--- src/sv/rtat_pkg.sv ---
package rtat_pkg;

  localparam int DIST_W      = 16;
  localparam int ANG_W       = 10;
  localparam int SUM_W       = 12;
  localparam int REG_IDX_W   = 3;
  localparam int CFG_DATA_W  = 16;
  localparam int NUM_LANES   = 4;
  localparam int PROD_W      = ANG_W + DIST_W;
  // One quotient bit per division stage; every quotient here is below 2**ANG_W.
  localparam int DIV_STEPS   = ANG_W;
  // Operand prep, multiply, division steps, final correction.
  localparam int LANE_STAGES = DIV_STEPS + 3;

  localparam int LANE_FRONT = 0;
  localparam int LANE_RIGHT = 1;
  localparam int LANE_BACK  = 2;
  localparam int LANE_LEFT  = 3;

  localparam logic [DIST_W-1:0] START_THR_RST = 16'd2000;
  localparam logic [ANG_W-1:0]  START_ANG_RST = 10'd40;
  localparam logic [DIST_W-1:0] MID_THR_RST   = 16'd1000;
  localparam logic [ANG_W-1:0]  MID_ANG_RST   = 10'd80;
  localparam logic [DIST_W-1:0] MAX_THR_RST   = 16'd400;
  localparam logic [ANG_W-1:0]  MAX_ANG_RST   = 10'd80;
  localparam logic [DIST_W-1:0] END_THR_RST   = 16'd20;

  typedef enum logic [REG_IDX_W-1:0] {
    REG_START_THR = 3'd0,
    REG_START_ANG = 3'd1,
    REG_MID_THR   = 3'd2,
    REG_MID_ANG   = 3'd3,
    REG_MAX_THR   = 3'd4,
    REG_MAX_ANG   = 3'd5,
    REG_END_THR   = 3'd6
  } reg_idx_e;

  typedef struct packed {
    logic [DIST_W-1:0] start_thr;
    logic [ANG_W-1:0]  start_ang;
    logic [DIST_W-1:0] mid_thr;
    logic [ANG_W-1:0]  mid_ang;
    logic [DIST_W-1:0] max_thr;
    logic [ANG_W-1:0]  max_ang;
    logic [DIST_W-1:0] end_thr;
  } cfg_t;

endpackage

--- src/sv/rtat_lane.sv ---
module rtat_lane (
  input  logic                          clk_i,
  input  logic                          en_i,
  input  rtat_pkg::cfg_t                cfg_i,
  input  logic [rtat_pkg::DIST_W-1:0]   range_i,
  input  logic                          enable_i,
  output logic [rtat_pkg::ANG_W-1:0]    angle_o
);

  localparam int DistW  = rtat_pkg::DIST_W;
  localparam int AngW   = rtat_pkg::ANG_W;
  localparam int ProdW  = rtat_pkg::PROD_W;
  localparam int Steps  = rtat_pkg::DIV_STEPS;

  // Operand prep stage.
  logic [AngW-1:0]  mul_a_d, mul_a_q;
  logic [DistW-1:0] mul_b_d, mul_b_q;
  logic [DistW-1:0] den_d, den0_q;
  logic             neg_d, neg0_q;
  logic [AngW-1:0]  off_d, off0_q;
  logic             byp_d, byp0_q;
  logic [AngW-1:0]  bval_d, bval0_q;

  logic             in_win, ramp1, ramp2;
  logic signed [AngW:0] ang_diff;

  // Division pipeline; entry 0 is the multiply stage output.
  logic [ProdW-1:0] rem_q  [Steps+1];
  logic [AngW-1:0]  quo_q  [Steps+1];
  logic [DistW-1:0] den_q  [Steps+1];
  logic             neg_q  [Steps+1];
  logic [AngW-1:0]  off_q  [Steps+1];
  logic             byp_q  [Steps+1];
  logic [AngW-1:0]  bval_q [Steps+1];

  logic [ProdW-1:0] den_sh   [Steps];
  logic             fits     [Steps];
  logic [ProdW-1:0] rem_nxt  [Steps];
  logic [AngW-1:0]  quo_nxt  [Steps];

  logic [AngW:0]    ang_d;
  logic [AngW-1:0]  angle_q;
  logic             rem_nz;

  always_comb begin
    in_win   = enable_i && (range_i < cfg_i.start_thr) && (range_i > cfg_i.end_thr);
    ramp1    = in_win && (range_i > cfg_i.mid_thr);
    ramp2    = in_win && !ramp1 && (range_i > cfg_i.max_thr);
    ang_diff = $signed({1'b0, cfg_i.mid_ang}) - $signed({1'b0, cfg_i.start_ang});

    mul_a_d = '0;
    mul_b_d = '0;
    den_d   = '0;
    neg_d   = 1'b0;
    off_d   = '0;
    byp_d   = 1'b1;
    bval_d  = '0;
    if (ramp1) begin
      mul_a_d = cfg_i.start_ang;
      mul_b_d = cfg_i.start_thr - range_i;
      den_d   = cfg_i.start_thr - cfg_i.mid_thr;
      byp_d   = 1'b0;
    end else if (ramp2) begin
      // The product is negative when mid_angle lies below start_angle.
      neg_d   = ang_diff[AngW];
      mul_a_d = ang_diff[AngW] ? AngW'(-ang_diff) : ang_diff[AngW-1:0];
      mul_b_d = cfg_i.mid_thr - range_i;
      den_d   = cfg_i.mid_thr - cfg_i.max_thr;
      off_d   = cfg_i.start_ang;
      byp_d   = 1'b0;
    end else if (in_win) begin
      bval_d  = cfg_i.max_ang;
    end
  end

  // Restoring division, one quotient bit per stage, most significant first.
  always_comb begin
    for (int k = 0; k < Steps; k++) begin
      den_sh[k]  = {{(ProdW-DistW){1'b0}}, den_q[k]} << (Steps - 1 - k);
      fits[k]    = rem_q[k] >= den_sh[k];
      rem_nxt[k] = fits[k] ? (rem_q[k] - den_sh[k]) : rem_q[k];
      quo_nxt[k] = quo_q[k] | ({{(AngW-1){1'b0}}, fits[k]} << (Steps - 1 - k));
    end
  end

  // A negative quotient is floored: subtract one more when the remainder is nonzero.
  always_comb begin
    rem_nz = rem_q[Steps] != '0;
    if (byp_q[Steps]) begin
      ang_d = {1'b0, bval_q[Steps]};
    end else if (neg_q[Steps]) begin
      ang_d = {1'b0, off_q[Steps]} - {1'b0, quo_q[Steps]} - {{AngW{1'b0}}, rem_nz};
    end else begin
      ang_d = {1'b0, off_q[Steps]} + {1'b0, quo_q[Steps]};
    end
  end

  always_ff @(posedge clk_i) begin
    if (en_i) begin
      mul_a_q <= mul_a_d;
      mul_b_q <= mul_b_d;
      den0_q  <= den_d;
      neg0_q  <= neg_d;
      off0_q  <= off_d;
      byp0_q  <= byp_d;
      bval0_q <= bval_d;

      rem_q[0]  <= ProdW'(mul_a_q) * ProdW'(mul_b_q);
      quo_q[0]  <= '0;
      den_q[0]  <= den0_q;
      neg_q[0]  <= neg0_q;
      off_q[0]  <= off0_q;
      byp_q[0]  <= byp0_q;
      bval_q[0] <= bval0_q;

      for (int k = 0; k < Steps; k++) begin
        rem_q[k+1]  <= rem_nxt[k];
        quo_q[k+1]  <= quo_nxt[k];
        den_q[k+1]  <= den_q[k];
        neg_q[k+1]  <= neg_q[k];
        off_q[k+1]  <= off_q[k];
        byp_q[k+1]  <= byp_q[k];
        bval_q[k+1] <= bval_q[k];
      end

      angle_q <= ang_d[AngW-1:0];
    end
  end

  assign angle_o = angle_q;

endmodule

--- config.mk ---
export PLATFORM = sky130hd
export DESIGN_NAME = rtat_lane
export DESIGN_NICKNAME = d
export VERILOG_FILES = /design/src/sv/rtat_pkg.sv /design/src/sv/rtat_lane.sv
export SDC_FILE = /design/constraint.sdc
export NUM_CORES = 2
export LEC_CHECK = 0
export ABC_AREA = 1
export BUFFER_PORTS_ARGS = -buffer_cell sky130_fd_sc_hd__buf_2
export CAP_MARGIN = 20
export CORE_MARGIN = 2
export CORE_UTILIZATION = 60
export CTS_CLUSTER_SIZE = 20
export DETAILED_ROUTE_END_ITERATION = 10
export PLACE_DENSITY = 0.75
export SLEW_MARGIN = 15
export SYNTH_ARGS = -nofsm -noshare
export SYNTH_HDL_FRONTEND = slang
export SYNTH_SLANG_ARGS = --single-unit
--- constraint.sdc ---
create_clock -name clk_i -period 8.2 [get_ports clk_i]
set_input_delay 0.82 -clock clk_i [delete_from_list [all_inputs] [get_ports clk_i]]
set_output_delay 0.82 -clock clk_i [all_outputs]
set_load 0.1 [all_outputs]
==> impl_results.md <==
* Leading post-synthesis cells by cell area: edfxtp_1, nand2_1, ha_1
* Die footprint at 85200 um^2
* Post-CTS setup buffers at 0
* Setup WS post-layout at 2.78 ns
* Max Cap Viol at 0
* Mapped Area at 49700 um^2
* Cell area power density at 342 nW/um^2
* Fmax at 0.185 GHz
* Met3 usage at 2.95%
* Mapped Nets at 5863
* GRT busiest layer: met2
* CTS buffer count at 85
* Row count at 105
* Vias at 35800
* Synth Warn # at 0
* Pin count of the biggest net entering global routing at 199
* Post-DRT Antenna Nets at 0
* Worst flop-to-flop path startpoint: mul_a_q[6]
* Antenna violations before repair at 0
* Hold slack at 0.396 ns
* DRC at 0
* HP Start: off_q[0][2]
* Min Tclk post-route at 5.42 ns
* Nets at 6006
* Clock transition at path regs at 0.06 ns
* RSZ-0062 raised after global routing: no
* Worst slew margin at 28.4%
* Grt met1 use at 34.9%
* Die height at 292 um
* Status: finished, final reports clean
* Clk_lat worst skew at 0.66 ns
* Dpl cell area at 51400 um^2
* Clock Sinks at 817
* Total gr overflow at 0
* Worst Max-Slew Pin Slew at 1.07 ns
* Final Hold Viols at 0
* CP Data Required Time at 8.67 ns
* Synth Instances at 5271
* Starting Density at 60.6%
* Via/cell ratio at 5.47
* Count leader, synth: nand2_1
* Synth async-reset ratio at 0%
* WS Path Type: register to register
* Hpwl dp at 87700 um
* Routability cong. at 0.949
* Fraction of layout cells with a size suffix above 1 at 6.32%
* First-pass GRT wire length at 180000 um
* Yosys cell types at 57
* # diodes at 0
* Tot Pwr at 18.5 mW
* TritonRoute pass-1 iters at 7
* Synthesis-to-finish area growth at 9.10%
* Most instantiated cells after synthesis: nand2_1, edfxtp_1, inv_1, nor2_1, ha_1
* Top cell type's share of synthesized area at 49.3%
* TritonCTS clock tree: yes
* IO Port Bufs at 122
* Worst Setup End Kind: register
* Skew final at 0.0477 ns
* Drt wl/cell at 17.2 um
* Clock Root Buffer: clkbuf_16
* Synth Flop Type: edfxtp_1
* Core area at 82100 um^2
* Synthesized flop and latch total at 817
* Total negative slack at 0 ns
* Hold-fix buffers, CTS at 0
* Avg Inst Size Synth at 9.44 um^2
* Period Utilization, post-route at 66.1%
* Drt initial violations at 3061
* CTS resizes at 0
* Die X at 292 um
* Area leader, netlist: edfxtp_1
* Final Max Slew Viols at 0
* CP Launch Point: mul_a_q[6]
* Met2 GRT Util at 45.7%
* Total I/O pin count at 123
* CTS HTree Levels at 3
* Post-Route Utilization at 66.1%
* Finished Layout Cells at 6548
* Vias in the first global route at 34800
* Crit path launch type: register
* Peak supply drop at 0.000264 V
* Placed cells at 6396
* CP arrival at 5.89 ns
* Final wirelength at 113000 um
* Worst slack at placement at 2.85 ns
* Number of synthesized flops with an enable pin at 817
* Longest Clk Path Bufs at 3
* Setup-failing EPs final at 0
* Worst Hold Class: register to register
* GRT Overall Usage at 26.6%
* Finished Cell Area at 54300 um^2
* CP max FO at 16
* Sequential cell area fraction in the yosys report at 49.3%
* Static Leakage at 24.3 nW
==> sequential cells by signal, summed over array words and instances, names as in the netlist <==
name	cells
mul_b_q	16
byp_q	11
mul_a_q	10
den0_q	16
den_q	160
angle_o	10
byp0_q	1
neg_q	11
off_q	110
bval0_q	10
rem_q	286
neg0_q	1
off0_q	10
bval_q	110
quo_q	55
==> cell usage in the layout, fill, tap and decap left out, types with 18 or more instances in the layout <==
| master | Yosys | final |
|---|---|---|
| nand2_1 | 1308 | 1308 |
| edfxtp_1 | 817 | 817 |
| inv_1 | 795 | 795 |
| nor2_1 | 382 | 382 |
| ha_1 | 351 | 351 |
| a21oi_1 | 321 | 321 |
| nand3_1 | 269 | 269 |
| o21ai_0 | 238 | 238 |
| fa_1 | 128 | 128 |
| buf_2 | 22 | 121 |
| xnor2_1 | 103 | 103 |
| xor2_1 | 98 | 98 |
| clkbuf_16 | 0 | 87 |
| nand4_1 | 60 | 60 |
| nor3_1 | 44 | 44 |
| a21o_1 | 37 | 37 |
| o21bai_1 | 29 | 29 |
| or2_2 | 24 | 24 |
| nand3b_1 | 24 | 24 |
| a31oi_1 | 20 | 20 |
| nor4_1 | 19 | 19 |
| o21ai_1 | 18 | 18 |
==> area by class of cell <==
class	count	area (um^2)
inverter	799	3000
timing repair buffer	135	763
tap	1070	1340
clock inverter	48	596
fill	6560	27800
sequential	817	24500
multi-input combinational	3576	21800
clock buffer	103	2240
==> worst paths after layout <==
kind	cells past startpoint	slack (ns)	to
worst max register to register	17	2.78	rem_q[0][21]
worst min-delay path	0	0.40	off_q[1][2]
worst min register to register	0	0.40	off_q[1][2]
worst max-delay path	17	2.78	rem_q[0][21]
==> power by group <==
group | internal [mW] | switching (mW) | leakage, nW
clock | 2.25 | 1.61 | 1.37
sequential | 5.86 | 0.596 | 7.93
combinational | 2.99 | 5.23 | 15.0
==> critical path: stages, from the launching register on <==
cell and delay (ns):
edfxtp_1 0.77, nand2_1 0.17, fa_1 0.58, fa_1 0.44, fa_1 0.52, fa_1 0.56
inv_1 0.06, fa_1 0.49, ha_1 0.35, inv_1 0.07, o21ai_0 0.30, a21oi_1 0.14
o21ai_0 0.30, inv_1 0.07, nand2_1 0.10, nand2_1 0.06, nand2_1 0.08, xor2_1 0.19
==> routing by layer <==
metal | vias to the layer above | part of all wire, %
li1 | 17900 | -
met1 | 16800 | 43
met2 | 954 | 49
met3 | 240 | 5.1
met4 | 0 | 3.8
met5 | - | 0
==> cells by family (layout without fill, tap and decap cells) <==
group / Yosys count / after routing / share of synthesized area (%)
fa+ha+maj: 479 / 479 / 14.0
buf+inv: 878 / 1085 / 6.85
compound gates: 718 / 718 / 7.98
xor+xnor: 201 / 201 / 3.54
flops: 817 / 817 / 49.3
simple gates: 2178 / 2178 / 18.3
Note: power is estimated with default switching activity, not from simulation.
