--- src/sv/rtat_pkg.sv ---
package rtat_pkg;

  localparam int DIST_W      = 16;
  localparam int ANG_W       = 10;
  localparam int SUM_W       = 12;
  localparam int REG_IDX_W   = 3;
  localparam int CFG_DATA_W  = 16;
  localparam int NUM_LANES   = 4;
  localparam int PROD_W      = ANG_W + DIST_W;
  // One quotient bit per division stage; every quotient here is below 2**ANG_W.
  localparam int DIV_STEPS   = ANG_W;
  // Operand prep, multiply, division steps, final correction.
  localparam int LANE_STAGES = DIV_STEPS + 3;

  localparam int LANE_FRONT = 0;
  localparam int LANE_RIGHT = 1;
  localparam int LANE_BACK  = 2;
  localparam int LANE_LEFT  = 3;

  localparam logic [DIST_W-1:0] START_THR_RST = 16'd2000;
  localparam logic [ANG_W-1:0]  START_ANG_RST = 10'd40;
  localparam logic [DIST_W-1:0] MID_THR_RST   = 16'd1000;
  localparam logic [ANG_W-1:0]  MID_ANG_RST   = 10'd80;
  localparam logic [DIST_W-1:0] MAX_THR_RST   = 16'd400;
  localparam logic [ANG_W-1:0]  MAX_ANG_RST   = 10'd80;
  localparam logic [DIST_W-1:0] END_THR_RST   = 16'd20;

  typedef enum logic [REG_IDX_W-1:0] {
    REG_START_THR = 3'd0,
    REG_START_ANG = 3'd1,
    REG_MID_THR   = 3'd2,
    REG_MID_ANG   = 3'd3,
    REG_MAX_THR   = 3'd4,
    REG_MAX_ANG   = 3'd5,
    REG_END_THR   = 3'd6
  } reg_idx_e;

  typedef struct packed {
    logic [DIST_W-1:0] start_thr;
    logic [ANG_W-1:0]  start_ang;
    logic [DIST_W-1:0] mid_thr;
    logic [ANG_W-1:0]  mid_ang;
    logic [DIST_W-1:0] max_thr;
    logic [ANG_W-1:0]  max_ang;
    logic [DIST_W-1:0] end_thr;
  } cfg_t;

endpackage

--- src/sv/rtat_ifs.sv ---


interface rtat_cfg_if;
  logic                            valid;
  logic                            ready;
  logic [rtat_pkg::REG_IDX_W-1:0]  index;
  logic [rtat_pkg::CFG_DATA_W-1:0] data;

  modport source (output valid, index, data, input ready);
  modport sink (input valid, index, data, output ready);
endinterface

--- src/sv/rtat_cfg_regs.sv ---
module rtat_cfg_regs (
  input  logic            clk_i,
  input  logic            rst_ni,
  rtat_cfg_if.sink        cfg_i,
  output rtat_pkg::cfg_t  cfg_o
);

  rtat_pkg::cfg_t cfg_q, cfg_d;

  assign cfg_i.ready = 1'b1;
  assign cfg_o       = cfg_q;

  always_comb begin
    cfg_d = cfg_q;
    if (cfg_i.valid) begin
      case (rtat_pkg::reg_idx_e'(cfg_i.index))
        rtat_pkg::REG_START_THR: cfg_d.start_thr = cfg_i.data;
        rtat_pkg::REG_START_ANG: cfg_d.start_ang = cfg_i.data[rtat_pkg::ANG_W-1:0];
        rtat_pkg::REG_MID_THR:   cfg_d.mid_thr   = cfg_i.data;
        rtat_pkg::REG_MID_ANG:   cfg_d.mid_ang   = cfg_i.data[rtat_pkg::ANG_W-1:0];
        rtat_pkg::REG_MAX_THR:   cfg_d.max_thr   = cfg_i.data;
        rtat_pkg::REG_MAX_ANG:   cfg_d.max_ang   = cfg_i.data[rtat_pkg::ANG_W-1:0];
        rtat_pkg::REG_END_THR:   cfg_d.end_thr   = cfg_i.data;
        default:                 cfg_d = cfg_q;
      endcase
    end
  end

  always_ff @(posedge clk_i or negedge rst_ni) begin
    if (!rst_ni) begin
      cfg_q.start_thr <= rtat_pkg::START_THR_RST;
      cfg_q.start_ang <= rtat_pkg::START_ANG_RST;
      cfg_q.mid_thr   <= rtat_pkg::MID_THR_RST;
      cfg_q.mid_ang   <= rtat_pkg::MID_ANG_RST;
      cfg_q.max_thr   <= rtat_pkg::MAX_THR_RST;
      cfg_q.max_ang   <= rtat_pkg::MAX_ANG_RST;
      cfg_q.end_thr   <= rtat_pkg::END_THR_RST;
    end else begin
      cfg_q <= cfg_d;
    end
  end

endmodule

--- src/flat_wrapper.sv ---
// flat-port wrapper written by rule: the top's interface ports become plain ports
module rtat_cfg_regs_flat 
  (clk_i, rst_ni, cfg_o, cfg_i_valid, cfg_i_index, cfg_i_data, cfg_i_ready);
  rtat_cfg_if cfg_i_i ();
  input  logic clk_i;
  input  logic rst_ni;
  output rtat_pkg::cfg_t cfg_o;
  input wire logic [$bits(cfg_i_i.valid)-1:0] cfg_i_valid;
  input wire logic [$bits(cfg_i_i.index)-1:0] cfg_i_index;
  input wire logic [$bits(cfg_i_i.data)-1:0] cfg_i_data;
  output wire logic [$bits(cfg_i_i.ready)-1:0] cfg_i_ready;
  assign cfg_i_i.valid = cfg_i_valid;
  assign cfg_i_i.index = cfg_i_index;
  assign cfg_i_i.data = cfg_i_data;
  assign cfg_i_ready = cfg_i_i.ready;
  rtat_cfg_regs u_core (.clk_i(clk_i), .rst_ni(rst_ni), .cfg_i(cfg_i_i), .cfg_o(cfg_o));
endmodule
--- config.mk ---
export PLATFORM = sky130hd
export DESIGN_NAME = rtat_cfg_regs_flat
export DESIGN_NICKNAME = d
export VERILOG_FILES = /design/src/sv/rtat_pkg.sv /design/src/sv/rtat_ifs.sv /design/src/sv/rtat_cfg_regs.sv /design/src/flat_wrapper.sv
export SDC_FILE = /design/constraint.sdc
export NUM_CORES = 1
export LEC_CHECK = 0
export ABC_AREA = 1
export ABC_CLOCK_PERIOD_IN_PS = 800
export BUFFER_PORTS_ARGS = -buffer_cell sky130_fd_sc_hd__buf_2
export CORE_UTILIZATION = 46
export CTS_BUF_LIST = sky130_fd_sc_hd__clkbuf_4 sky130_fd_sc_hd__clkbuf_8 sky130_fd_sc_hd__clkbuf_16
export CTS_CLUSTER_SIZE = 16
export DETAILED_ROUTE_END_ITERATION = 10
export PLACE_DENSITY = 0.79
export SLEW_MARGIN = 30
export SYNTH_ARGS = -nofsm -noshare
export SYNTH_HDL_FRONTEND = slang
export SYNTH_SLANG_ARGS = --single-unit
--- constraint.sdc ---
create_clock -name clk_i -period 0.8 [get_ports clk_i]
set_input_delay 0.12 -clock clk_i [delete_from_list [all_inputs] [get_ports clk_i]]
set_output_delay 0.12 -clock clk_i [all_outputs]
set_load 0.005 [all_outputs]
==> results of run 1 <==
-- worst paths after layout --
path / slack (ns) / from / endpoint / depth (start not counted)
setup / recovery: -0.35 / u_core.cfg_o[88] / cfg_o[88] / 1
hold / removal: 0.02 / cfg_i_data[10] / u_core.cfg_o[88] / 3
setup reg to reg: -0.06 / u_core.cfg_o[39] / u_core.cfg_o[39] / 4
hold reg to reg: 0.47 / u_core.cfg_o[59] / u_core.cfg_o[59] / 2
max in group asynchronous: 0.14 / rst_ni / u_core.cfg_o[61] / 3
min in group asynchronous: 0.15 / rst_ni / u_core.cfg_o[36] / 2
-- area by class of cell --
| cell class | instances | area [µm²] | share of cell area (%) |
|---|---|---|---|
| Clock buffer | 10 | 137.6 | 2.555 |
| Clock inverter | 6 | 68.82 | 1.278 |
| Timing Repair Buffer | 200 | 1353 | 25.11 |
| Sequential cell | 94 | 2381 | 44.20 |
| Inverter | 6 | 27.53 | 0.5110 |
| Multi-Input combinational cell | 302 | 1291 | 23.97 |
| Tap cell | 102 | 127.6 | 2.369 |
-- what timing repair did --
action                                  in CTS  in global routing
setup buffers                               33                 31
endpoints found under the hold margin       74                  0
hold buffers                                 1                  0
gates resized for setup                      3                 23
pin swaps                                    0                  7
endpoints found under the setup margin      94                100
-- power groups by stage --
stage | combinational [mW] | sequential [mW] | clock, mW
final | 3.45 | 6.30 | 3.26
after global routing | 3.83 | 6.38 | 3.53
after CTS | 2.91 | 6.28 | 3.31
after detailed placement | 2.41 | 6.38 | 0
after global placement | 2.32 | 6.37 | 0
after floorplan | 0.871 | 6.41 | 0
-- per-stage QoR --
stage	power [mW]	util, %	area, µm²
2_1_floorplan	7.286	-	3769
3_3_place_gp	8.689	59.20	4598
3_5_place_dp	8.787	59.20	4598
4_1_cts	12.49	65.42	5081
5_1_grt	13.74	69.35	5386
6_report	13.01	69.35	5386
-- logic make-up after synthesis --
logic type    Yosys count
buf+inv                22
other cells             1
flops                  94
simple gates          301
-- cell usage after synthesis --
cell	count	area share, %
buf_2	13	1.7
conb_1	1	0.10
nand2_2	3	0.50
nand3_1	58	7.8
buf_4	1	0.20
dfrtp_1	71	48
nor2_4	2	0.60
nor2_1	1	0.10
nor2_2	4	0.67
dfstp_2	23	16
inv_1	4	0.40
inv_2	2	0.20
clkbuf_1	2	0.20
nand2_1	233	23
-- placed cells by master (no fill, tap or decap) --
master	count
nand2_1	218
buf_2	110
dfrtp_1	71
buf_4	70
nand3_1	58
dfstp_2	23
nand2_2	17
buf_6	13
clkbuf_8	10
buf_12	6
nor2_4	4
inv_1	3
inv_4	2
nor2_2	2
clkinv_4	2
inv_2	1
nand2_4	1
nor2_1	1
conb_1	1
bufinv_16	1
inv_6	1
clkinv_2	1
clkinvlp_4	1
dlygate4sd3_1	1
-- per-layer routing --
layer	wire length, µm	up-vias	track usage (%)
met5	0	-	0
met4	235	0	10.29
met3	806	19	6.965
met2	5373	147	41.11
met1	4427	1696	34.63
li1	-	1695	-
==> results.sh, run 1 <==
export IMPL_nets=635
export IMPL_final_cells=720
export IMPL_p_sw_mw=3.758
export IMPL_finalMaxSlewViolations=0
export IMPL_finalSetupViolCount=110
export IMPL_synth_xor_area_share_pct=0
export IMPL_cts_root_buf="clkbuf_8"
export IMPL_cap_violations=0
export IMPL_port_buffers=115
export IMPL_ant_nets=0
export IMPL_drt_total_wl_mm=10.84
export IMPL_gp_congestion=0.7915
export IMPL_cp_max_fo=2
export IMPL_critPathArrivalTime_ns=1.03
export IMPL_powerDensity_nw_per_um2=2416
export IMPL_ys_seq_area_share_pct=63.97
export IMPL_cp_start_kind="flop"
export IMPL_p_int_mw=9.254
export IMPL_synth_warnings=0
export IMPL_synthMuxAreaShare_pct=0
export IMPL_endpoint_kind="output pin"
export IMPL_diodes=0
export IMPL_drt_iter0_markers=218
export IMPL_synth_fa_ha_area_share_pct=0
export IMPL_min_path_type="input port to flop"
export IMPL_dp_cells=639
export IMPL_cts_path_max_buffers=2
export IMPL_vdd_drop_max_mv=1.103
export IMPL_synthesis_area_um2=3722
export IMPL_die_w_um=91.96
export IMPL_critPathRequiredTime_ns=0.68
export IMPL_period_share_pct=143.1
export IMPL_grt_pass1_wl_mm=16.67
export IMPL_leakage_nw=3.084
export IMPL_cts_sinks=94
export IMPL_synth_seq_cells=94
export IMPL_clk_latency_ns=0.36
export IMPL_dieArea_um2=8456
export IMPL_finalWorstSetupSlack_ns=-0.3451
export IMPL_fill_cells=631
export IMPL_cp_slowest_stage_delay_ns=0.56
export IMPL_tns_ns=-22.11
export IMPL_place_ws_ns=-0.3292
export IMPL_start_util_pct=47.92
export IMPL_grt_usage_pct=26.14
export IMPL_holdWs_ns=0.02294
export IMPL_seq_power_share_pct=48.4
export IMPL_synth_distinct_cells=14
export IMPL_crit_type="flop to output pin"
export IMPL_synth_compound_area_share_pct=0
export IMPL_drcViolationCount=0
export IMPL_slowest_stage="dfstp_2"
export IMPL_yosys_area_share_simple_pct=33.18
export IMPL_clock_fmax_mhz=873.3
export IMPL_rows=32
export IMPL_top_level_ports=117
export IMPL_dr_total_vias=3557
export IMPL_cp_buffers_inverters=1
export IMPL_largest_reg_flops=94
export IMPL_skew_ns=0
export IMPL_first_pass_iters=4
export IMPL_cts_tree="yes"
export IMPL_post_drt_wl_per_cell_um=15.06
export IMPL_synth_top_family_by_area="simple AND/OR/NAND/NOR gates"
export IMPL_syn_nets=440
export IMPL_area_growth_pct=44.71
export IMPL_hold_violations=0
export IMPL_htreeDepth=3
export IMPL_combPwrFrac_pct=26.6
export IMPL_p_clk_share_pct=25.0
export IMPL_cp_top_family="flip-flops"
export IMPL_drive_gt1_share_pct=42.88
export IMPL_antenna_found_initial=0
export IMPL_numCtsBuffers=9
export IMPL_via_per_inst=4.940
export IMPL_worstPathCellList="buf_6"
export IMPL_dp_hpwl_mm=7.057
export IMPL_violations="setup timing"
export IMPL_syn_mean_instance_area_um2=8.905
export IMPL_clk_pin_slew_ns=0.10
export IMPL_finalCriticalPeriod_ns=1.145
export IMPL_outcome="finished, violations left"
export IMPL_grt_remaining_overflow=0
export IMPL_first_global_vias=3380
export IMPL_rsz0062_at_grt="yes"
export IMPL_core_area_um2=7767
export IMPL_synthCells=418
export IMPL_die_y_um=91.96
export IMPL_grt_max_degree=31
export IMPL_swShare_pct=28.88
Note: power is estimated with default switching activity, not from simulation.
==> inputs of run 2 (changes only) <==
CELL_PAD_IN_SITES_DETAIL_PLACEMENT = 1   (was unset)
CELL_PAD_IN_SITES_GLOBAL_PLACEMENT = 1   (was unset)
CORE_UTILIZATION = 33   (was 46)
PLACE_DENSITY = unset   (was 0.79)
PLACE_DENSITY_LB_ADDON = 0.08   (was unset)
==> run 2 against run 1 <==
Against the previous run:
- the run still ends with setup timing left
- sequential share of layout area rose by 0.19 points
- combinational power down 6.7%
- hold slack improved by 0.031 ns
- register-to-register slack improved by 0.03 ns
- count of clock-buffer cells in the layout grew 1
- design area fell by 0.42%
- via count fell by 3.7%
- critical endpoint is now cfg_o[87]
==> results.sh, run 2 (synthesis results as in run 1) <==
export IMPL_start_util_pct=34.04
export IMPL_finalCriticalPeriod_ns=1.102
export IMPL_final_common_cell="nand2_1"
export IMPL_slowest_stage="dfstp_2"
export IMPL_grt_max_degree=62
export IMPL_drive_gt1_share_pct=40.60
export IMPL_final_cells=736
export IMPL_cap_violations=0
export IMPL_worstPathCellList="buf_2"
export IMPL_drt_iter0_markers=124
export IMPL_gr_max_usage_layer="met2"
export IMPL_seq_power_share_pct=46.8
export IMPL_first_global_vias=3427
export IMPL_critPathArrivalTime_ns=0.98
export IMPL_p_clk_share_pct=29.4
export IMPL_use_met3_pct=5.063
export IMPL_antenna_found_initial=0
export IMPL_dr_total_vias=3424
export IMPL_rsz0062_at_grt="yes"
export IMPL_dieArea_um2=11710
export IMPL_cp_buffers_inverters=1
export IMPL_rows=38
export IMPL_grt_remaining_overflow=0
export IMPL_leakage_nw=3.042
export IMPL_top_level_ports=117
export IMPL_htreeDepth=3
export IMPL_area_growth_pct=44.10
export IMPL_layout_common_cells="nand2_1, buf_2, dfrtp_1"
export IMPL_cp_top_family="flip-flops"
export IMPL_vdd_drop_max_mv=0.9017
export IMPL_hold_violations=0
export IMPL_combPwrFrac_pct=23.8
export IMPL_clk_latency_ns=0.33
export IMPL_cts_root_buf="clkbuf_16"
export IMPL_powerDensity_nw_per_um2=2522
export IMPL_period_share_pct=137.7
export IMPL_cts_sinks=94
export IMPL_violations="setup timing"
export IMPL_grt_usage_pct=21.29
export IMPL_critPathRequiredTime_ns=0.68
export IMPL_min_path_type="input port to flop"
export IMPL_cts_tree="yes"
export IMPL_cp_slowest_stage_delay_ns=0.54
export IMPL_grtUsageMet1_pct=28.59
export IMPL_crit_type="flop to output pin"
export IMPL_grt_pass1_wl_mm=18.48
export IMPL_cp_start_kind="flop"
export IMPL_total_power_mw=13.53
export IMPL_cp_max_fo=2
export IMPL_outcome="finished, violations left"
export IMPL_finalMaxSlewViolations=0
export IMPL_drcViolationCount=0
export IMPL_dp_cells=673
export IMPL_via_per_inst=4.652
export IMPL_ant_nets=0
export IMPL_die_w_um=108.2
export IMPL_clk_pin_slew_ns=0.06
export IMPL_p_int_mw=9.747
export IMPL_finalSetupViolCount=98
export IMPL_endpoint_kind="output pin"
export IMPL_swShare_pct=27.94
export IMPL_largest_reg_flops=94
export IMPL_die_y_um=108.2
export IMPL_post_drt_wl_per_cell_um=16.04
export IMPL_p_sw_mw=3.780
export IMPL_drt_total_wl_mm=11.81
export IMPL_clock_fmax_mhz=907.5
export IMPL_diodes=0
export IMPL_port_buffers=115
export IMPL_nets=613
export IMPL_core_area_um2=10940
export IMPL_cts_path_max_buffers=2
export IMPL_dp_hpwl_mm=7.868
export IMPL_grtUsageMet2_pct=34.17
export IMPL_gp_congestion=0.7208
export IMPL_numCtsBuffers=9
export IMPL_finalWorstSetupSlack_ns=-0.3020
export IMPL_skew_ns=0
export IMPL_place_ws_ns=-0.3334
export IMPL_first_pass_iters=4
[run 2: changes by cell type in the layout (fill, tap and decap cells not counted), sizes merged]
| cell | delta |
|---|---|
| bufinv | -1 |
| buf | -22 |
| inv | -1 |
| clkbuf | +1 |
| clkinvlp | -1 |
| clkinv | +2 |
[run 2: layout make-up]
cell class	count	area (µm²)
Clock inverter	5	25.02
Inverter	6	27.53
Multi-Input combinational cell	302	1304
Timing Repair Buffer	178	1205
Fill cell	1330	5572
Sequential cell	94	2381
Clock buffer	11	246.5
Tap cell	140	175.2
[run 2: final timing paths]
path                                        from               end  slack [ns]  cells after the start
worst min register to register  u_core.cfg_o[34]  u_core.cfg_o[34]        0.46                      2
worst max register to register   u_core.cfg_o[3]   u_core.cfg_o[3]       -0.03                      4
min in group asynchronous                 rst_ni  u_core.cfg_o[12]        0.29                      3
worst min-delay path              cfg_i_data[10]  u_core.cfg_o[88]        0.05                      3
worst max-delay path            u_core.cfg_o[87]         cfg_o[87]       -0.30                      1
max in group asynchronous                 rst_ni  u_core.cfg_o[82]        0.13                      3
[run 2: stage by stage]
stage,area [µm²],hold slack (ns),util (%),setup TNS (ns)
6_report,5364,0.05438,49.05,-18.62
2_1_floorplan,3769,-0.1756,-,-0.001924
4_1_cts,5097,0.05088,46.61,-19.96
5_1_grt,5364,0.06842,49.05,-21.65
3_3_place_gp,4603,0.1056,42.09,-19.76
3_5_place_dp,4603,0.1053,42.09,-22.71
[run 2: layer usage]
metal	vias up	share of wire [%]
li1	1648	-
met1	1670	44
met2	98	48
met3	8	6.1
met4	0	1.2
met5	-	0
[run 2: power by group through the flow]
stage | clock network [mW] | registers [mW] | logic, mW
after floorplan | 0 | 6.41 | 0.871
after global routing | 4.25 | 6.43 | 3.65
after global placement | 0 | 6.37 | 2.37
final | 3.97 | 6.33 | 3.22
after detailed placement | 0 | 6.40 | 2.44
after CTS | 4.10 | 6.32 | 2.84
[run 2: timing repair]
item,CTS,global route
hold endpoints to repair,77,0
pin swaps,1,8
buffers inserted,25,25
setup endpoints to repair,94,130
gates resized for setup,4,28
hold buffers,1,0
==> inputs of run 3 (changes only) <==
ABC_CLOCK_PERIOD_IN_PS = 900   (was 800)
CELL_PAD_IN_SITES_DETAIL_PLACEMENT = 0   (was 1)
clock period = 0.9 ns   (was 0.8 ns; I/O delays follow)
==> run 3 against run 2 <==
Against the previous run:
- the run still ends with setup timing left
- wire length down 6.0%
- count of clock-buffer cells in the layout fell by 1
- sequential cell count did not move
- via count decreased by 2.6%
- non-clock buffer count decreased by 4
- clock power rose by 18%
- die area is the same
- critical path type unchanged
==> results.sh, run 3 (synthesis results as in run 1) <==
export IMPL_outcome="finished, violations left"
export IMPL_violations="setup timing"
export IMPL_ant_nets=0
export IMPL_dr_total_vias=3334
export IMPL_endpoint_kind="output pin"
export IMPL_first_global_vias=3213
export IMPL_crit_type="flop to output pin"
export IMPL_port_buffers=115
export IMPL_cap_violations=0
export IMPL_core_area_um2=10940
export IMPL_drive_gt1_share_pct=37.67
export IMPL_die_y_um=108.2
export IMPL_placed_area_um2=4603
export IMPL_via_per_inst=4.555
export IMPL_dieArea_um2=11710
export IMPL_finalCriticalPeriod_ns=1.117
export IMPL_htreeDepth=3
export IMPL_grt_usage_pct=20.15
export IMPL_critPathRequiredTime_ns=0.76
export IMPL_place_ws_ns=-0.2086
export IMPL_cts_sinks=94
export IMPL_period_share_pct=124.1
export IMPL_area_growth_pct=43.23
export IMPL_finalMaxSlewViolations=0
export IMPL_drt_iter0_markers=167
export IMPL_cts_path_max_buffers=2
export IMPL_grt_pass1_wl_mm=17.17
export IMPL_cp_start_kind="flop"
export IMPL_grt_remaining_overflow=0
export IMPL_vdd_drop_max_mv=0.9707
export IMPL_drt_total_wl_mm=11.10
export IMPL_cp_slowest_stage_delay_ns=0.54
export IMPL_layout_common_cells="nand2_1, buf_2, dfrtp_1"
export IMPL_finalSetupViolCount=94
export IMPL_leakage_nw=3.011
export IMPL_finalWorstSetupSlack_ns=-0.2173
export IMPL_final_common_cell="nand2_1"
export IMPL_top_level_ports=117
export IMPL_cp_max_fo=2
export IMPL_powerDensity_nw_per_um2=2427
export IMPL_worstPathCellList="buf_2"
export IMPL_min_path_type="input port to flop"
export IMPL_die_w_um=108.2
export IMPL_hold_violations=0
export IMPL_diodes=0
export IMPL_drcViolationCount=0
export IMPL_clk_pin_slew_ns=0.07
export IMPL_antenna_found_initial=0
export IMPL_nets=609
export IMPL_slowest_stage="dfstp_2"
export IMPL_r2r_setup_slack_ns=0.06
export IMPL_gp_congestion=0.7539
export IMPL_grt_max_degree=38
export IMPL_cp_top_family="flip-flops"
export IMPL_numCtsBuffers=9
export IMPL_stdcell_area_um2=5331
export IMPL_clk_latency_ns=0.34
export IMPL_largest_reg_flops=94
export IMPL_rows=38
export IMPL_start_util_pct=34.04
export IMPL_cts_tree="yes"
export IMPL_first_pass_iters=4
export IMPL_skew_ns=0
export IMPL_cts_root_buf="clkbuf_16"
export IMPL_rsz0062_at_grt="yes"
export IMPL_dp_hpwl_mm=7.286
export IMPL_cp_buffers_inverters=1
export IMPL_holdWs_ns=0.06214
export IMPL_post_drt_wl_per_cell_um=15.16
export IMPL_critPathArrivalTime_ns=0.98
export IMPL_clock_fmax_mhz=895.0
-- run 3: through the flow --
stage	std cells	setup TNS, ns	utilization, %	power [mW]
2_1_floorplan	418	0	-	6.460
4_1_cts	718	-12.20	47.51	12.87
5_1_grt	732	-13.28	48.75	13.63
3_3_place_gp	673	-11.79	42.09	7.759
6_report	732	-10.42	48.75	12.94
3_5_place_dp	673	-14.39	42.09	7.799
-- run 3: report_power, final --
group / switching, mW / leakage [nW] / internal (mW) / total [mW]
clock network: 1.63 / 0.179 / 3.07 / 4.69
registers: 0.433 / 1.13 / 5.16 / 5.59
logic: 1.24 / 1.70 / 1.41 / 2.65
-- run 3: area by class of cell --
type | instances | area (µm²)
Clock buffer | 10 | 239.0
Multi-Input combinational cell | 302 | 1239
Timing Repair Buffer | 174 | 1142
Fill cell | 1133 | 5604
Clock inverter | 6 | 132.6
Sequential cell | 94 | 2381
Tap cell | 140 | 175.2
Inverter | 6 | 22.52
-- run 3: path summary, 6_finish.rpt --
| kind | startpoint | endpoint | depth (start not counted) |
|---|---|---|---|
| max reg2reg | u_core.cfg_o[36] | u_core.cfg_o[36] | 4 |
| max | u_core.cfg_o[4] | cfg_o[4] | 1 |
| min reg2reg | u_core.cfg_o[86] | u_core.cfg_o[86] | 2 |
| min | cfg_i_data[15] | u_core.cfg_o[15] | 3 |
| max in group asynchronous | rst_ni | u_core.cfg_o[34] | 3 |
| min in group asynchronous | rst_ni | u_core.cfg_o[54] | 3 |
-- run 3: routing by layer --
layer / GRT usage [%] / up-vias / wire (µm)
met1: 27.83 / 1595 / 5208
met2: 30.53 / 86 / 5110
met4: 8.806 / 0 / 106
met5: 0 / - / 0
met3: 4.159 / 6 / 672
li1: - / 1647 / -
-- run 3: repair_timing --
item                                   4_1_cts  5_1_grt
buffers inserted                            28       14
endpoints found under the hold margin       79        0
hold buffers                                 1        0
resized for setup                            0        5
setup endpoints to repair                   94       94
-- run 3: worst min-delay path: cells and delay by family --
| kind | cells | cell delay, ns |
|---|---|---|
| buffers and inverters | 1 | 0.13 |
| AND/OR/NAND/NOR | 2 | 0.11 |
