[config.mk]
export PLATFORM = sky130hd
export DESIGN_NAME = rtat_merge_flat
export DESIGN_NICKNAME = d
export VERILOG_FILES = /design/src/sv/rtat_pkg.sv /design/src/sv/rtat_ifs.sv /design/src/sv/rtat_merge.sv /design/src/flat_wrapper.sv
export SDC_FILE = /design/constraint.sdc
export NUM_CORES = 1
export LEC_CHECK = 0
export ABC_AREA = 1
export BUFFER_PORTS_ARGS = -buffer_cell sky130_fd_sc_hd__buf_2
export CAP_MARGIN = 20
export CORE_ASPECT_RATIO = 0.5
export CORE_MARGIN = 2
export CORE_UTILIZATION = 50
export CTS_CLUSTER_DIAMETER = 120
export DETAILED_ROUTE_END_ITERATION = 10
export PLACE_DENSITY = 0.73
export REMOVE_ABC_BUFFERS = 1
export SYNTH_ARGS = -nofsm -noshare
export SYNTH_HDL_FRONTEND = slang
export SYNTH_SLANG_ARGS = --single-unit
[constraint.sdc]
create_clock -name clk_i -period 2.6 [get_ports clk_i]
set_input_delay 0.26 -clock clk_i [delete_from_list [all_inputs] [get_ports clk_i]]
set_output_delay 0.26 -clock clk_i [all_outputs]
set_load 0.01 [all_outputs]
[src/sv/rtat_pkg.sv]
package rtat_pkg;

  localparam int DIST_W      = 16;
  localparam int ANG_W       = 10;
  localparam int SUM_W       = 12;
  localparam int REG_IDX_W   = 3;
  localparam int CFG_DATA_W  = 16;
  localparam int NUM_LANES   = 4;
  localparam int PROD_W      = ANG_W + DIST_W;
  // One quotient bit per division stage; every quotient here is below 2**ANG_W.
  localparam int DIV_STEPS   = ANG_W;
  // Operand prep, multiply, division steps, final correction.
  localparam int LANE_STAGES = DIV_STEPS + 3;

  localparam int LANE_FRONT = 0;
  localparam int LANE_RIGHT = 1;
  localparam int LANE_BACK  = 2;
  localparam int LANE_LEFT  = 3;

  localparam logic [DIST_W-1:0] START_THR_RST = 16'd2000;
  localparam logic [ANG_W-1:0]  START_ANG_RST = 10'd40;
  localparam logic [DIST_W-1:0] MID_THR_RST   = 16'd1000;
  localparam logic [ANG_W-1:0]  MID_ANG_RST   = 10'd80;
  localparam logic [DIST_W-1:0] MAX_THR_RST   = 16'd400;
  localparam logic [ANG_W-1:0]  MAX_ANG_RST   = 10'd80;
  localparam logic [DIST_W-1:0] END_THR_RST   = 16'd20;

  typedef enum logic [REG_IDX_W-1:0] {
    REG_START_THR = 3'd0,
    REG_START_ANG = 3'd1,
    REG_MID_THR   = 3'd2,
    REG_MID_ANG   = 3'd3,
    REG_MAX_THR   = 3'd4,
    REG_MAX_ANG   = 3'd5,
    REG_END_THR   = 3'd6
  } reg_idx_e;

  typedef struct packed {
    logic [DIST_W-1:0] start_thr;
    logic [ANG_W-1:0]  start_ang;
    logic [DIST_W-1:0] mid_thr;
    logic [ANG_W-1:0]  mid_ang;
    logic [DIST_W-1:0] max_thr;
    logic [ANG_W-1:0]  max_ang;
    logic [DIST_W-1:0] end_thr;
  } cfg_t;

endpackage

[src/sv/rtat_ifs.sv]


interface rtat_out_if;
  logic                              valid;
  logic                              ready;
  logic signed [rtat_pkg::SUM_W-1:0] roll_angle;
  logic signed [rtat_pkg::SUM_W-1:0] pitch_angle;

  modport source (output valid, roll_angle, pitch_angle, input ready);
  modport sink (input valid, roll_angle, pitch_angle, output ready);
endinterface


[src/sv/rtat_merge.sv]
module rtat_merge (
  input  logic                        clk_i,
  input  logic                        rst_ni,
  input  logic                        valid_i,
  input  logic [rtat_pkg::ANG_W-1:0]  angle_i [rtat_pkg::NUM_LANES],
  output logic                        ready_o,
  rtat_out_if.source                  out_o
);

  localparam int SumW = rtat_pkg::SUM_W;
  localparam int Pad  = rtat_pkg::SUM_W - rtat_pkg::ANG_W;

  logic signed [SumW-1:0] roll_sum, pitch_sum;
  logic                   out_v_q, out_v_d, sk_v_q, sk_v_d;
  logic signed [SumW-1:0] out_roll_q, out_roll_d, out_pitch_q, out_pitch_d;
  logic signed [SumW-1:0] sk_roll_q, sk_roll_d, sk_pitch_q, sk_pitch_d;
  logic                   take, arrive;

  always_comb begin
    roll_sum  = $signed({{Pad{1'b0}}, angle_i[rtat_pkg::LANE_LEFT]})
              - $signed({{Pad{1'b0}}, angle_i[rtat_pkg::LANE_RIGHT]});
    pitch_sum = $signed({{Pad{1'b0}}, angle_i[rtat_pkg::LANE_BACK]})
              - $signed({{Pad{1'b0}}, angle_i[rtat_pkg::LANE_FRONT]});
  end

  // The lanes only advance while the skid register is empty.
  assign ready_o = !sk_v_q;
  assign take    = out_v_q && out_o.ready;
  assign arrive  = valid_i && !sk_v_q;

  always_comb begin
    out_v_d     = out_v_q;
    out_roll_d  = out_roll_q;
    out_pitch_d = out_pitch_q;
    sk_v_d      = sk_v_q;
    sk_roll_d   = sk_roll_q;
    sk_pitch_d  = sk_pitch_q;
    if (take) begin
      out_v_d = sk_v_q;
      if (sk_v_q) begin
        out_roll_d  = sk_roll_q;
        out_pitch_d = sk_pitch_q;
        sk_v_d      = 1'b0;
      end
    end
    if (arrive) begin
      if (!out_v_q || take) begin
        out_v_d     = 1'b1;
        out_roll_d  = roll_sum;
        out_pitch_d = pitch_sum;
      end else begin
        sk_v_d     = 1'b1;
        sk_roll_d  = roll_sum;
        sk_pitch_d = pitch_sum;
      end
    end
  end

  always_ff @(posedge clk_i or negedge rst_ni) begin
    if (!rst_ni) begin
      out_v_q <= 1'b0;
      sk_v_q  <= 1'b0;
    end else begin
      out_v_q <= out_v_d;
      sk_v_q  <= sk_v_d;
    end
  end

  always_ff @(posedge clk_i) begin
    out_roll_q  <= out_roll_d;
    out_pitch_q <= out_pitch_d;
    sk_roll_q   <= sk_roll_d;
    sk_pitch_q  <= sk_pitch_d;
  end

  assign out_o.valid       = out_v_q;
  assign out_o.roll_angle  = out_roll_q;
  assign out_o.pitch_angle = out_pitch_q;

endmodule

[src/flat_wrapper.sv]
// flat-port wrapper written by rule: the top's interface ports become plain ports
module rtat_merge_flat 
  (clk_i, rst_ni, valid_i, angle_i, ready_o, out_o_valid, out_o_roll_angle, out_o_pitch_angle, out_o_ready);
  rtat_out_if out_o_i ();
  input  logic clk_i;
  input  logic rst_ni;
  input  logic valid_i;
  input  logic [rtat_pkg::ANG_W-1:0] angle_i[rtat_pkg::NUM_LANES];
  output logic ready_o;
  output wire logic [$bits(out_o_i.valid)-1:0] out_o_valid;
  output wire logic [$bits(out_o_i.roll_angle)-1:0] out_o_roll_angle;
  output wire logic [$bits(out_o_i.pitch_angle)-1:0] out_o_pitch_angle;
  input wire logic [$bits(out_o_i.ready)-1:0] out_o_ready;
  assign out_o_valid = out_o_i.valid;
  assign out_o_roll_angle = out_o_i.roll_angle;
  assign out_o_pitch_angle = out_o_i.pitch_angle;
  assign out_o_i.ready = out_o_ready;
  rtat_merge u_core (.clk_i(clk_i), .rst_ni(rst_ni), .valid_i(valid_i), .angle_i(angle_i), .ready_o(ready_o), .out_o(out_o_i));
endmodule
==> metrics, run 1 <==
number of global-route vias before repair=2308; outcome=complete, no violations; CTS max path bufs=2; clk root buf=clkbuf_16; Die Y-Extent=58.1 um; Initial Utilization=52.5%; initial DRC count=71; port bufs=69; Top Ports=70; worst-path cell with the longest stage delay=fa_1; Clk pin slew, worst setup/hold paths=60 ps; FILL cells=511; Worst Setup Slack, final=1010 ps; synthesized instance count=353; DP Worst Slack=733 ps; setup total negative slack=0 ps; Sink Count=48; Largest stage delay, worst path=410 ps; sequence of cells on the critical path=buf_2 > inv_1 > ha_1 > inv_1 > fa_1 > nand3_1 > nand2_1 > nand2_1 > nand3b_1 > and2_1; Synth cell types=37; full die area=0.00651 mm2; Crit Path Max Fanout=3; Worst Setup End Kind=flop; CP required=2650 ps; dpl hpwl=4610 um; total vias in the final route=2521; synthesized area=0.00292 mm2; Avg Inst Size Synth=8.28 um2; final cycle utilization of the critical path=61.0%; routed wire length=6070 um; Slew Limit Fails=0; TritonCTS clock tree=built; initial antenna violation count=0; Layout area overhead=17.9%; Hold Vio Cnt, Final=0; Via density=5.05; Post-CTS Setup Bufs=0; largest net degree at the start of global routing=34; Worst-Margin Slew=382 ps; Num CTS Buffers=5; share of layout cells above drive strength 1=23.7%; GRT Overall Usage=18.7%; Worst Skew=5.02 ps; core area=0.00556 mm2; Leakage Power=1.72 nW; nets=491; global-route wire length before repair=9920 um; H-tree levels=2; unrepaired setup endpoints after global routing=false; Detail Route Antenna Nets=0; kind of critical path=in -> reg; First-pass DRT Iterations=4; # placed instances=490; Die Span X=112 um; # setup viols final=0; DRC Markers=0; worst hold path type=in -> async; row cnt=19; Syn. warnings=0; fmax=631 MHz; worst skew pair latency=290 ps; Placer Congestion=0.895; FF+latch count, synth=48; Pwr Total=3.09 mW; Worst EP arrival=1630 ps; Max VDD drop=378 uV; sequential fraction of the synthesis area=40.8%; aggregate global routing overflow=0; diodes inserted=0; number of non-filler instances in the completed layout=499; Worst Setup Start Kind=primary input; PD cells=898 mW/mm2; MaxCap Viol Count=0; relative slew slack=74.5%; WL/cell=12.2 um; Tmin final=1590 ps
layout by cell type, fill, tap and decap left out, types with 2 or more instances in the layout:
cell       synthesis  routed
ha_1              20      20
dfxtp_1           24      24
clkbuf_1           0       2
inv_1             49      49
a21oi_2            2       2
xor2_1             6       6
a31oi_1            3       3
mux2i_1            8       8
buf_2              0      69
nor3_1             4       4
o21ai_1            4       4
dfrtp_1            2       2
nand3_1           22      22
o21ai_0            9       9
o211ai_2           3       3
or2_2              5       5
and2_1            11      11
nor2_1            22      21
o21ai_2            4       4
inv_2              2       2
edfxtp_1          22      22
clkbuf_16          0       5
nand2_2            4       4
a22oi_1            2       2
a21oi_1           18      18
fa_1               2       2
buf_4              1       2
nand2_1           85      85
nand3b_1           3       3
nand4_1            2       2
cell usage after synthesis, drive strengths merged:
master	instances	area (um2)
a31oi	3	18.8
a22oi	2	15.0
nor2	23	93.8
a21oi	20	108
o211ai	4	45.1
nand3b	3	22.5
nand4	2	12.5
nor3	4	20.0
o21bai	1	7.51
fa	2	40.0
inv	52	198
or2	6	37.5
ha	20	250
edfxtp	22	661
dfxtp	24	480
xor2	6	52.6
dfrtp	2	50.1
o21a	1	7.51
o21ai	17	100
buf	6	63.8
clkbuf	1	13.8
nand3	23	120
nand2	90	355
and2	11	68.8
mux2i	8	80.1
final cells by class:
| class | instances | area [um2] | share of cell area [%] |
|---|---|---|---|
| clock buffers | 7 | 133 | 3.85 |
| clock inverters | 1 | 3.75 | 0.109 |
| inverters | 52 | 198 | 5.74 |
| multi-input cells | 246 | 1460 | 42.3 |
| flip-flops and latches | 48 | 1190 | 34.6 |
| well taps | 73 | 91.3 | 2.65 |
| repair buffers | 72 | 370 | 10.8 |
metrics by stage:
step | area [um2] | hold WS [ps] | util, %
after floorplan | 2840 | -35.6 | -
after global placement | 3300 | 44.9 | 59.3
after detailed placement | 3300 | 46.8 | 59.3
after CTS | 3440 | 298 | 61.9
after global routing | 3440 | 303 | 61.9
final | 3440 | 296 | 61.9
state kept, by name, indices dropped and copies added, names as in the netlist:
name,cells
u_core.out_o.pitch_angle,12
u_core.out_o.roll_angle,12
u_core.sk_pitch_q,11
u_core.sk_roll_q,11
u_core.out_o.valid,1
u_core.sk_v_q,1
critical path: cells and delay by family:
kind	cells	cell delay, ps
simple gates	5	580
fa+ha+maj	2	570
buf+inv	3	230
kinds of logic after synthesis:
| logic type | count (synthesis) | share of synthesized area [%] |
|---|---|---|
| multiplexers | 8 | 2.74 |
| flip-flops | 48 | 40.8 |
| adder cells (fa/ha/maj) | 22 | 9.94 |
| buffers and inverters | 59 | 9.42 |
| XOR/XNOR | 6 | 1.80 |
| AO/OA/AOI/OAI | 48 | 10.3 |
| AND/OR/NAND/NOR | 162 | 25.0 |
worst paths after layout:
path / endpoint / start / depth (start not counted) / slack [ps]
max: u_core.sk_pitch_q[6] / angle_i[10] / 10 / 1010
min: u_core.sk_v_q / rst_ni / 2 / 300
max reg2reg: u_core.out_o.pitch_angle[7] / u_core.out_o.valid / 6 / 1050
min reg2reg: u_core.out_o.roll_angle[1] / u_core.out_o.roll_angle[1] / 2 / 470
max in group asynchronous: u_core.out_o.valid / rst_ni / 2 / 2210
min in group clk_i: u_core.sk_v_q / out_o_ready / 4 / 320
where the power goes:
| part | switching (mW) | total (mW) | leakage [nW] | internal (mW) |
|---|---|---|---|---|
| Clock | 0.258 | 0.612 | 0.0655 | 0.354 |
| Combinational | 0.734 | 1.25 | 1.23 | 0.520 |
| Sequential | 0.122 | 1.23 | 0.427 | 1.11 |
routing by layer:
layer | vias to the layer above | track usage, % | share of wire (%)
met5 | - | 0 | 0
met4 | 0 | 4.53 | 0.53
met3 | 4 | 3.77 | 5.2
met2 | 60 | 33.3 | 48
met1 | 1154 | 23.9 | 46
li1 | 1303 | - | -
repair_timing:
| action | 4_1_cts | 5_1_grt |
|---|---|---|
| hold endpoints to repair | 2 | 0 |
| resized for setup | 0 | 0 |
| hold buffers | 1 | 0 |
Note: power is estimated with default switching activity, not from simulation.
==> run 2, diff against run 1 <==
==> constraint.sdc (replaced) <==
create_clock -name clk_i -period 1.6 [get_ports clk_i]
set_input_delay 0.16 -clock clk_i [delete_from_list [all_inputs] [get_ports clk_i]]
set_output_delay 0.16 -clock clk_i [all_outputs]
set_load 0.01 [all_outputs]
==> run 2 against run 1 <==
Clock-buffer cell count shrank 1. Sequential share of layout area fell by 1.0 points. Sequential power grew 63%. Total power grew 68%. Final cell count is 2.2% higher. First-iteration DRC count increased by 8.5%. Register-to-register slack lost 870 ps. Critical endpoint is now u_core.sk_pitch_q[8]. Hold slack lost 85 ps. Clock power up 73%. Global-route usage rose by 1.3 points. Combinational power increased by 70%.
==> metrics, run 2 (synthesis gave the netlist of run 1 again) <==
diodes inserted=0 (unchanged); initial DRC count=77 (was 71); Top Ports=70 (unchanged); most frequent cells in the layout=nand2_1, buf_2, inv_1 (unchanged); port bufs=69 (unchanged); Pwr Total=5.19 mW (was 3.09 mW); CTS max path bufs=2 (unchanged); First-pass DRT Iterations=5 (was 4); Worst Setup Start Kind=primary input (unchanged); kind of critical path=in -> reg (unchanged); worst skew pair latency=290 ps (about the same); global-route wire length before repair=10400 um (was 9920 um); Worst EP arrival=1510 ps (was 1630 ps); Die Span X=112 um (unchanged); Leakage Power=1.79 nW (was 1.72 nW); routed wire length=6250 um (was 6070 um); Reg2Reg Depth=8 (was 6); MaxCap Viol Count=0 (unchanged); clk root buf=clkbuf_16 (unchanged); WL/cell=12.3 um (was 12.2 um); Slew Limit Fails=0 (unchanged); aggregate global routing overflow=0 (unchanged); Sink Count=48 (unchanged); Layout area overhead=21.6% (was 17.9%); Num CTS Buffers=5 (unchanged); Die Y-Extent=58.1 um (unchanged); number of non-filler instances in the completed layout=510 (was 499); final cycle utilization of the critical path=91.2%; nets=502 (was 491); Worst-Margin Slew=376 ps (was 382 ps); largest net degree at the start of global routing=34 (unchanged); full die area=0.00651 mm2 (unchanged); Crit Path Max Fanout=3 (unchanged); Via density=4.94 (was 5.05); worst hold path type=in -> async (unchanged); Detail Route Antenna Nets=0 (unchanged); relative slew slack=75.0% (was 74.5%); PD cells=1460 mW/mm2 (was 898 mW/mm2); Max VDD drop=796 uV (was 378 uV); Tmin final=1460 ps; row cnt=19 (unchanged); # placed instances=501 (was 490); TritonCTS clock tree=built (unchanged); core area=0.00556 mm2 (unchanged); dpl hpwl=4630 um (was 4610 um); setup total negative slack=0 ps (unchanged); # setup viols final=0 (unchanged); share of layout cells above drive strength 1=26.3% (was 23.7%); number of global-route vias before repair=2416 (was 2308); fmax=685 MHz; Worst Setup End Kind=flop (unchanged); outcome=complete, no violations (unchanged); Hold Vio Cnt, Final=0 (unchanged); Worst Skew=3.55 ps (was 5.02 ps); unrepaired setup endpoints after global routing=false (unchanged); final core occ=63.9% (was 61.9%); DRC Markers=0 (unchanged); FILL cells=506 (was 511); total vias in the final route=2520 (was 2521); Placer Congestion=0.869 (was 0.895); Clk pin slew, worst setup/hold paths=60 ps (about the same); H-tree levels=2 (unchanged); GRT Overall Usage=20.0% (was 18.7%); Post-CTS Setup Bufs=0 (unchanged); leading cell type in the layout, fill and taps excluded=nand2_1 (unchanged); Initial Utilization=52.5% (unchanged); CP required=1650 ps (was 2650 ps); initial antenna violation count=0 (unchanged)
[run 2: cell types whose count changed in the layout (fill, tap and decap cells not counted), sizes merged]
cell / delta
clkinv: +1
buf: +11
clkbuf: -1
[run 2: power by group]
group | total (mW) | leakage, nW | internal (mW) | switching, mW
registers | 2.00 | 0.427 | 1.80 | 0.201
clock network | 1.06 | 0.0766 | 0.616 | 0.442
logic | 2.13 | 1.29 | 0.901 | 1.23
[run 2: final timing paths]
check	endpoint	slack, ps	start
worst max-delay path	u_core.sk_pitch_q[8]	140	angle_i[10]
worst min-delay path	u_core.sk_v_q	210	rst_ni
worst max register to register	u_core.out_o.roll_angle[10]	180	u_core.out_o.valid
worst min register to register	u_core.out_o.roll_angle[2]	480	u_core.out_o.roll_angle[2]
max in group asynchronous	u_core.out_o.valid	1290	rst_ni
min in group clk_i	u_core.sk_v_q	220	out_o_ready
[run 2: metal layers]
metal  share of wire [%]  track usage [%]
met5                   0                0
met4                0.86             5.23
met3                 4.1             4.08
met2                  49             35.9
met1                  46             25.1
[run 2: through the flow]
stage,instance area (um2),hold slack (ps),setup WS [ps]
after global routing,3550,204,27.4
final,3550,211,140
after floorplan,2840,-136,-442
after CTS,3550,180,149
after detailed placement,3390,-48.7,-146
after global placement,3390,-54.9,-85.0
[run 2: area by class of cell]
class	instances	area (um2)	share of cell area, %
clock buffer	6	139	3.91
inverter	52	198	5.57
clock inverter	2	10.0	0.282
timing repair buffer	83	465	13.1
sequential	48	1190	33.5
multi-input combinational	246	1460	41.0
tap	73	91.3	2.57
[run 2: repair_timing]
action,4_1_cts,5_1_grt
gates resized for setup,0,0
hold buffers,1,0
hold endpoints to repair,2,0
[run 2: critical path: stages]
cell	delay (ps)
buf_2	100
inv_1	50
ha_1	170
inv_1	70
fa_1	410
nand3_1	100
nand2_1	100
nand2_1	90
nand3_1	90
and2_1	160
==> run 3, diff against run 2 <==
--- a/config.mk
+++ b/config.mk
@@ -10,10 +10,12 @@
 export CAP_MARGIN = 20
 export CORE_ASPECT_RATIO = 0.5
 export CORE_MARGIN = 2
-export CORE_UTILIZATION = 50
+export CORE_UTILIZATION = 35
 export CTS_CLUSTER_DIAMETER = 120
 export DETAILED_ROUTE_END_ITERATION = 10
-export PLACE_DENSITY = 0.73
+export GPL_TIMING_DRIVEN = 0
+export MAX_ROUTING_LAYER = met4
+export PLACE_DENSITY = 0.54
 export REMOVE_ABC_BUFFERS = 1
 export SYNTH_ARGS = -nofsm -noshare
 export SYNTH_HDL_FRONTEND = slang
==> run 3 against run 2 <==
Sequential cell count unchanged. Die area rose by 40%. Register-to-register slack got worse by 20 ps. Clock skew about the same. Largest power group unchanged.
==> metrics, run 3 (synthesis gave the netlist of run 1 again) <==
routed wire length=6470 um (was 6250 um); kind of critical path=in -> reg (unchanged); # setup viols final=0 (unchanged); Worst Setup End Kind=flop (unchanged); relative slew slack=64.1% (was 75.0%); number of non-filler instances in the completed layout=541 (was 510); Hold Vio Cnt, Final=0 (unchanged); initial DRC count=104 (was 77); aggregate global routing overflow=0 (unchanged); diodes inserted=0 (unchanged); Top Ports=70 (unchanged); CP required=1650 ps (about the same); CTS max path bufs=2 (unchanged); Leakage Power=1.77 nW (was 1.79 nW); worst hold path type=in -> async (unchanged); global-route wire length before repair=10900 um (was 10400 um); nets=494 (was 502); number of global-route vias before repair=2326 (was 2416); Largest stage delay, worst path=400 ps (was 410 ps); Clk pwr share=24.8% (was 20.4%); final core occ=44.8% (was 63.9%); GRT Overall Usage=15.9% (was 20.0%); Psw=1.89 mW (was 1.87 mW); Die Y-Extent=68.6 um (was 58.1 um); row cnt=23 (was 19); final instance area=0.00361 mm2 (was 0.00355 mm2); # placed instances=528 (was 501); full die area=0.00914 mm2 (was 0.00651 mm2); port bufs=69 (unchanged); Clk pin slew, worst setup/hold paths=70 ps (was 60 ps); sequential cell area=0.00119 mm2 (unchanged); outcome=complete, no violations (unchanged); Die Span X=133 um (was 112 um); H-tree levels=2 (unchanged); Via density=4.42 (was 4.94); Comb power frac=39.0% (was 41.1%); Detail Route Antenna Nets=0 (unchanged); sequential share of power=36.2% (was 38.5%); leading cell type in the layout, fill and taps excluded=nand2_1 (unchanged); worst hold slack=184 ps (was 211 ps); clk root buf=clkbuf_16 (unchanged); Worst-Margin Slew=538 ps (was 376 ps); Sink Count=48 (unchanged); MaxCap Viol Count=0 (unchanged); Initial Utilization=36.3% (was 52.5%); CP delay by family, top=adder cells (unchanged); placed cell areas=0.00335 mm2 (was 0.00339 mm2); share of layout cells above drive strength 1=25.9% (was 26.3%); Worst Skew=3.60 ps (was 3.55 ps); First-pass DRT Iterations=4 (was 5); P_int=3.59 mW (was 3.31 mW); TritonCTS clock tree=built (unchanged); core area=0.00806 mm2 (was 0.00556 mm2); area of the multi-input gates=0.00148 mm2 (was 0.00146 mm2); final cycle utilization of the critical path=91.8% (was 91.2%); Layout area overhead=23.6% (was 21.6%); PD cells=1520 mW/mm2 (was 1460 mW/mm2); Pwr Total=5.48 mW (was 5.19 mW); FILL cells=858 (was 506); Tmin final=1470 ps (was 1460 ps); Num CTS Buffers=5 (unchanged); Max VDD drop=566 uV (was 796 uV); Worst Setup Slack, final=131 ps (was 140 ps); switching portion of total power=34.4% (was 36.1%); Worst EP arrival=1520 ps (was 1510 ps); initial antenna violation count=0 (unchanged); Crit Path Max Fanout=3 (unchanged); Placer Congestion=0.782 (was 0.869); Worst Setup Start Kind=primary input (unchanged); dpl hpwl=4590 um (was 4630 um); worst-path cell with the longest stage delay=fa_1 (unchanged); worst skew pair latency=290 ps (about the same); WL/cell=12.0 um (was 12.3 um); sequence of cells on the critical path=buf_2 > inv_1 > ha_1 > inv_1 > fa_1 > nand3_1 > nand2_2 > nand2_1 > nand3_1 > and2_1 (was buf_2 > inv_1 > ha_1 > inv_1 > fa_1 > nand3_1 > nand2_1 > nand2_1 > nand3_1 > and2_1); Slew Limit Fails=0 (unchanged); most frequent cells in the layout=nand2_1, buf_2, inv_1 (unchanged); DP Worst Slack=-327 ps (was -146 ps); largest net degree at the start of global routing=34 (unchanged); fmax=681 MHz (was 685 MHz); total vias in the final route=2391 (was 2520); CP Buf/Inv Count=3 (unchanged); setup total negative slack=0 ps (unchanged); DRC Markers=0 (unchanged)
[run 3: cell types whose count changed in the layout (fill, tap and decap cells not counted), moves of 2 or more]
cell	change
buf_4	-10
a21oi_1	-2
a21oi_2	+2
bufinv_16	+2
clkinv_2	-2
nand2_1	-2
nand2_2	+2
[run 3: power groups by stage]
stage	clock network [mW]	registers, mW	logic [mW]
after detailed placement	0	2.02	2.07
final	1.36	1.98	2.14
after floorplan	0	2.17	1.19
after global routing	1.45	2.04	2.45
after CTS	1.39	1.99	2.16
after global placement	0	2.01	2.03
[run 3: area by class of cell]
type	count	area share [%]
multi-input combinational	247	41.1
sequential	48	33.0
timing repair buffer	74	11.2
inverter	52	5.55
tap	112	3.88
clock buffer	6	3.57
clock inverter	2	1.66
[run 3: final timing paths]
check / from / to / slack (ps) / cells past startpoint
worst min-delay path: rst_ni / u_core.out_o.valid / 180 / 2
worst max register to register: u_core.out_o.valid / u_core.out_o.roll_angle[0] / 160 / 6
max in group asynchronous: rst_ni / u_core.sk_v_q / 1320 / 2
worst max-delay path: angle_i[10] / u_core.sk_pitch_q[8] / 130 / 10
worst min register to register: u_core.out_o.roll_angle[1] / u_core.out_o.roll_angle[1] / 470 / 2
min in group clk_i: angle_i[20] / u_core.out_o.roll_angle[0] / 220 / 3
[run 3: metal layers]
metal	GRT usage (%)	wire length [um]
met4	4.79	75
met3	3.22	238
met1	19.8	3270
met5	-	0
met2	27.0	2880
[run 3: what timing repair did]
| action | CTS | global route |
|---|---|---|
| hold buffers | 1 | 0 |
| pin swaps | 2 | 0 |
| resized for setup | 1 | 6 |
| cloned | 1 | 0 |
| hold endpoints to repair | 2 | 0 |
| setup buffers | 3 | 0 |
| setup endpoints to repair | 39 | 23 |
